$ cat src/sv/lzsd_pkg.sv
`timescale 1ns / 1ps

package lzsd_pkg;

  localparam int HIST_DEPTH = 4096;
  localparam int HIST_AW    = 12;
  localparam int MATCH_MIN  = 3;
  localparam int MAX_MATCH  = 18;
  localparam logic [HIST_AW-1:0] START_POS = 12'(HIST_DEPTH - MAX_MATCH);
  localparam logic [24:0] COUNT_MAX = 25'h1FFFFFF;
  localparam logic [7:0]  FILL_BYTE = 8'hFF;

  typedef struct packed {
    logic [7:0] in_byte;
    logic       stream_end;
  } comp_item_t;

  typedef struct packed {
    logic [7:0] out_byte;
    logic       run_last;
  } dec_item_t;

  typedef enum logic [1:0] {
    PH_HEADER,
    PH_TOKEN,
    PH_PAIR2
  } phase_t;

  typedef enum logic [2:0] {
    K_HEADER,
    K_FLAG,
    K_LIT,
    K_PAIR1,
    K_PAIR2
  } kind_t;

  typedef enum logic [1:0] {
    ST_IDLE,
    ST_LIT,
    ST_READ,
    ST_WRITE
  } state_t;

  typedef struct packed {
    logic accept;
    logic produce_lit;
    logic read;
    logic produce_copy;
    logic clear;
  } ctrl_cmd_t;

  typedef struct packed {
    kind_t kind;
    logic  in_end;
    logic  end_flag;
    logic  emit;
    logic  slot_free;
    logic  copy_last;
  } ctrl_stat_t;

endpackage

$ cat src/sv/lzsd_ctrl.sv
`timescale 1ns / 1ps

module lzsd_ctrl
  import lzsd_pkg::*;
(
  input  logic       clk,
  input  logic       rst,
  input  logic       comp_valid,
  output logic       comp_stall,
  input  ctrl_stat_t stat,
  output ctrl_cmd_t  cmd
);

  state_t state, state_next;

  always_ff @(posedge clk) begin
    if (rst) begin
      state <= ST_IDLE;
    end else begin
      state <= state_next;
    end
  end

  always_comb begin
    state_next = state;
    cmd        = '0;
    comp_stall = (state != ST_IDLE);
    case (state)
      ST_IDLE: begin
        if (comp_valid) begin
          cmd.accept = 1'b1;
          case (stat.kind)
            K_LIT:   state_next = ST_LIT;
            K_PAIR2: state_next = ST_READ;
            default: cmd.clear = stat.in_end;
          endcase
        end
      end
      ST_LIT: begin
        // wait for the output slot only if this byte is emitted
        if (!stat.emit || stat.slot_free) begin
          cmd.produce_lit = 1'b1;
          cmd.clear       = stat.end_flag;
          state_next      = ST_IDLE;
        end
      end
      ST_READ: begin
        cmd.read   = 1'b1;
        state_next = ST_WRITE;
      end
      ST_WRITE: begin
        if (!stat.emit || stat.slot_free) begin
          cmd.produce_copy = 1'b1;
          if (stat.copy_last) begin
            cmd.clear  = stat.end_flag;
            state_next = ST_IDLE;
          end else begin
            state_next = ST_READ;
          end
        end
      end
      default: state_next = ST_IDLE;
    endcase
  end

endmodule

$ cat config.mk
export PLATFORM = sky130hd
export DESIGN_NAME = lzsd_ctrl
export DESIGN_NICKNAME = d
export VERILOG_FILES = /design/src/sv/lzsd_pkg.sv /design/src/sv/lzsd_ctrl.sv
export SDC_FILE = /design/constraint.sdc
export NUM_CORES = 1
export LEC_CHECK = 0
export BUFFER_PORTS_ARGS = -buffer_cell sky130_fd_sc_hd__buf_2
export CAP_MARGIN = 15
export CORE_AREA = 10 10 47 49
export DETAILED_ROUTE_END_ITERATION = 7
export DIE_AREA = 0 0 57 59
export PLACE_DENSITY_LB_ADDON = 0.12
export SLEW_MARGIN = 15
export SYNTH_ARGS = -nofsm -noshare
export SYNTH_HDL_FRONTEND = slang
export SYNTH_SLANG_ARGS = --single-unit
$ cat constraint.sdc
create_clock -name clk -period 0.94 [get_ports clk]
set_input_delay 0.047 -clock clk [delete_from_list [all_inputs] [get_ports clk]]
set_output_delay 0.047 -clock clk [all_outputs]
set_load 0.05 [all_outputs]
-- Yosys cells after proc, flatten, opt, wreduce, memory -nomap -nowiden
Cells that the tools add are included.
- bits in registers: 2
- latch bits: 0
- bits in writable memories: 0
- ROM bits: 0
- input port bits: 11
- output and inout bits: 6
- logic and storage cells: 34
- memories kept: 0
- $add $sub $neg: 0
- multiply operators: 0
- divide/modulo/power cells: 0
- $lt $le $gt $ge: 0
- equality and inequality tests: 9
- shift-type cells: 0
- muxes and demuxes: 18
- bitwise operators: 0
- reductions and logical operators: 6
- operators by type and width (kind ; count):
    1-bit 2-to-1 mux ; 10
    2-bit 2-to-1 mux ; 5
    2-bit one-hot mux with 4 select lines ; 1
    2-bit inequality test (second input constant) ; 3
    2-bit equality test (second input constant) ; 2
    2-bit one-hot mux with 2 select lines ; 1
    4-bit AND reduction ; 1
    3-bit by 2-bit equality test with 1-bit output (second input constant) ; 1
    3-bit equality test (second input constant) ; 1
    3-bit by 1-bit inequality test with 1-bit output (second input constant) ; 1
    1-bit one-hot mux with 3 select lines ; 1
    2-bit by 1-bit equality test with 1-bit output (second input constant) ; 1
    2-bit zero test ; 1
    2-bit nonzero test ; 1
    2-bit OR reduction ; 1
    1-bit zero test ; 1
    1-bit logical OR ; 1

-- Logic depth before layout (Yosys ltp)
- word-level depth: 5
- depth in mapped cells: 3
- mapped depth without buffers: 3

-- Least setup slack after synthesis
Ideal clock, no wire load.
- path kind: reg-to-output
- from: reg state[0]
- to: out cmd[0] in the netlist's numbering
- arrival: 1.785 ns
- data required time: 0.893 ns
- path slack: -0.892 ns
- stages on the path, launching flop included: 4
- path buffers: 0
- path through: dfxtp_1 > nor3b_2 > o211ai_1 > o21ai_0
- RTL lines (element ; line ; text):
    start: declaration ; lzsd_ctrl.sv:14 ; state_t state, state_next;
    start signal: assignment ; lzsd_ctrl.sv:20 ; state <= state_next;
    end: declaration ; lzsd_ctrl.sv:11 ; output ctrl_cmd_t cmd

==> results by stage <==
Synth:
- For this run, the number of Yosys warnings is 0.
- The share of the Yosys chip area taken by registers is 0.246.
- The average size of a mapped cell is 7.75 um2.
- Yosys mapped a number of flops with a built-in enable equal to 0.
- After synthesis, the share of flip-flops with an asynchronous set or reset is 0.
- Synthesis produced 21 cells.
- When the netlist entered floorplanning its net count stood at 32.
- The count of cell types in the netlist is 16.
- The cell area after synthesis is 163 um2.
- The most used flip-flop cell after synthesis is dfxtp_1.
- Synthesis inferred 2 register bits.

Layout:
- The register ranked first by flip-flop count is state.
- The number of antenna diodes in the final layout is 0.
- The largest registers in the layout are state (2).
- The area growth from synthesis to final layout is 162%.
- Once layout is complete, the utilization of the core stands at 0.304.
- The net count reported at finish is 58.
- The post-route standard cell area excluding fillers is 425 um2.
- Once layout is complete, the cells apart from fillers number 61.
- The register with the most flip-flops in the layout has 2 of them.
- Of the cells placed in the final design, the portion with a size suffix greater than 1 is 0.733.

Placement:
- After legalization and detailed placement, the total HPWL measured 607 um.
- The cell total after placement is 57.
- The global placement routability congestion is 0.689.
- In this run the tool buffered the top-level ports with 16 buffer cells.
- The placed cell area is 323 um2.

STA:
- Setup repair after global routing could not meet its margin everywhere.
- The number of hold-slack violations in the final timing report is 0.
- The final-report max-slew violation count was 0.
- The final critical-path setup slack is -263 ps.
- Static timing analysis puts the maximum clock frequency at 831 MHz.
- The portion of the clock cycle consumed by the worst path in the final layout is 1.28.
- For the pin with the worst max-slew slack, the measured transition is 282 ps.
- Measured against its own limit, the worst slew margin works out to 0.811.
- Clock skew on the completed layout was measured at 4.15 ps.
- Setup violations remaining at the end of the flow were counted as 8.
- Subtracting the final worst setup slack from the clock period gives 1200 ps.

Die:
- Pin placement for this block handled 17 I/O pins.
- The starting density of the core is 0.116.
- The placeable core region is 1400 um2.
- Measured along the y axis, the die boundary spans 59 um.
- The floorplan die area is 3360 um2.
- The die is 57 um wide.
- The standard-cell row count is 14.

Critical path:
- The worst setup path startpoint is state[1].
- The critical path is of the register to output pin type.
- The number of buffers and inverters on the critical path is 1.
- The critical path launch point type is a register.
- Along the worst path, the maximum fanout reaches 3.
- The family of cells with the greatest summed delay on the critical path is flip-flops.
- The launch point of the worst reg-to-reg path is state[1].
- For the worst setup path, the data arrival time is 1160 ps.
- The slowest cell on the critical path is dfxtp_2.
- The delay of the slowest cell on the worst path is 330 ps.
- The kind of capture point of the worst setup path is an output pin.
- Traced cell by cell, the critical path runs through nor3b_4, o211ai_1, o21ai_4, buf_6.
- Data on the critical path is required at its endpoint by 890 ps.
- The number of cells on the critical path is 4.
- The logic depth of the worst register-to-register path is 3.

Power:
- Overall power consumption after layout is estimated at 0.491 mW.
- The analysis attributes to cell leakage a power of 0.203 nW.
- The areal power density over the cells is 1160 nW/um2.
- The worst-case IR drop observed on VDD is 0.420 mV.

Route:
- The routed design has 766 um of wire.
- After detailed routing, the average wire length per cell comes to 12.6 um.
- For this block, the initial DRC count from the detailed router was 1.
- In the routed layout, each cell is associated on average with a via count of 4.07.
- Summing over every cut layer, the via total after detailed routing is 248.
- The pre-antenna-repair detailed-routing pass consisted of 2 iterations.
- The number of nets still failing antenna checks after routing is 0.
- For this run, design rule violations remaining after detail routing come to 0.

Global route:
- In the global route stage, met3 resource usage came out at 0.0343.
- The global-route layer with the greatest usage is met2.
- The overall overflow remaining after global route is 0.
- The first-pass GRT wire length is 1.24 mm.
- For met2 alone, demand over resource in global routing was 0.0775.
- For this run, the total global-route usage over all layers was measured as 0.0492.
- The met1 usage is 0.0426.
- The via count of the first global-routing pass was 265.
- The number of antenna violations at the first check in global routing was 0.
- The largest net degree at the start of global routing is 6.

Clocking:
- The cell sitting at the root of the clock tree is a clkbuf_4.
- The maximum level of the CTS H-tree is 1.
- The TritonCTS clock tree is built.
- In this run the deepest clock path goes through 2 buffers.
- The number of clock sinks seen by CTS is 2.
- The clock-pin slew on the worst setup and hold paths is 30 ps.
- Clock latency on the worst-skew pair, taken at its later pin, is 230 ps.
- The number of clock buffers added by TritonCTS is 3.

Min path:
- Along the worst hold path, the cell count comes to 3.
- The class of the worst hold path is input pin to register.
- In this run the most critical hold path is launched from rst.

Status:
- The run finished, with violations left.
- The final reports fail on negative setup slack.

Run:
- Max-cap violations in this run came to 0.
-- metrics by stage --
step / setup slack, ps / hold slack [ps] / TNS, ps
5_1_grt: -322 / 137 / -1560
6_report: -263 / 138 / -1160
2_1_floorplan: -411 / 208 / -960
4_1_cts: -299 / 83.1 / -1210
3_3_place_gp: -138 / 330 / -316
3_5_place_dp: -147 / 328 / -288
-- cell type report --
cell class              instances  area [um2]
multi-input cells              17         170
clock buffers                   3        22.5
flip-flops and latches          2        45.0
fillers                       156         976
repair buffers                 21         160
inverters                       2        7.51
well taps                      16        20.0
-- cell families (layout without fill, tap and decap cells) --
| group | Yosys count | in the layout | share of synthesized area |
|---|---|---|---|
| compound gates | 5 | 5 | 0.231 |
| xor+xnor | 1 | 1 | 0.0539 |
| simple gates | 11 | 11 | 0.423 |
| buf+inv | 2 | 26 | 0.0462 |
| flops | 2 | 2 | 0.246 |
-- worst register-to-register path: cells and delay by family (launching register included) --
| kind | cells | cell delay (ps) |
|---|---|---|
| buf+inv | 1 | 140 |
| flops | 1 | 330 |
| compound gates | 1 | 230 |
| simple gates | 1 | 240 |
-- routing by layer --
layer / share of wire / up-vias
met5: 0 / -
met4: 0 / 0
met3: 0.067 / 0
met2: 0.57 / 7
met1: 0.36 / 115
li1: - / 126
-- power breakdown --
group / internal, mW / total, mW / leakage [nW] / switching, mW
clock: 0.141 / 0.191 / 0.0138 / 0.0501
combinational: 0.0881 / 0.203 / 0.172 / 0.115
sequential: 0.0900 / 0.0973 / 0.0175 / 0.00733
-- path summary, 6_finish.rpt --
kind,endpoint,slack (ps)
worst max register to register,state[0],-110
worst max-delay path,cmd[0],-260
worst min-delay path,state[0],140
worst min register to register,state[1],670
-- what timing repair did --
action / CTS / global route
setup buffers: 0 / 1
resized for setup: 14 / 6
hold buffers: 0 / 0
pin swaps: 1 / 1
setup endpoints to repair: 7 / 8
-- cell usage in the layout, fill, tap and decap left out --
| cell type | count |
|---|---|
| buf_2 | 11 |
| buf_6 | 6 |
| clkbuf_4 | 3 |
| buf_4 | 3 |
| inv_1 | 2 |
| nor2_4 | 2 |
| or2_1 | 1 |
| nand2b_1 | 1 |
| nand2_2 | 1 |
| o21ai_1 | 1 |
| xnor2_1 | 1 |
| nor3b_4 | 1 |
| o211ai_1 | 1 |
| o21ai_4 | 1 |
| nor2_1 | 1 |
| nand3_2 | 1 |
| nor2b_1 | 1 |
| nor4b_4 | 1 |
| a32o_1 | 1 |
| and3b_1 | 1 |
| o211a_1 | 1 |
| buf_8 | 1 |
| dfxtp_4 | 1 |
| dfxtp_2 | 1 |
-- Yosys cell counts, types with 2 or more instances --
cell | number | share of area
o21ai_0 | 2 | 0.062
inv_1 | 2 | 0.046
dfxtp_1 | 2 | 0.25
nor2_1 | 3 | 0.069
Note: power is estimated with default switching activity, not from simulation.
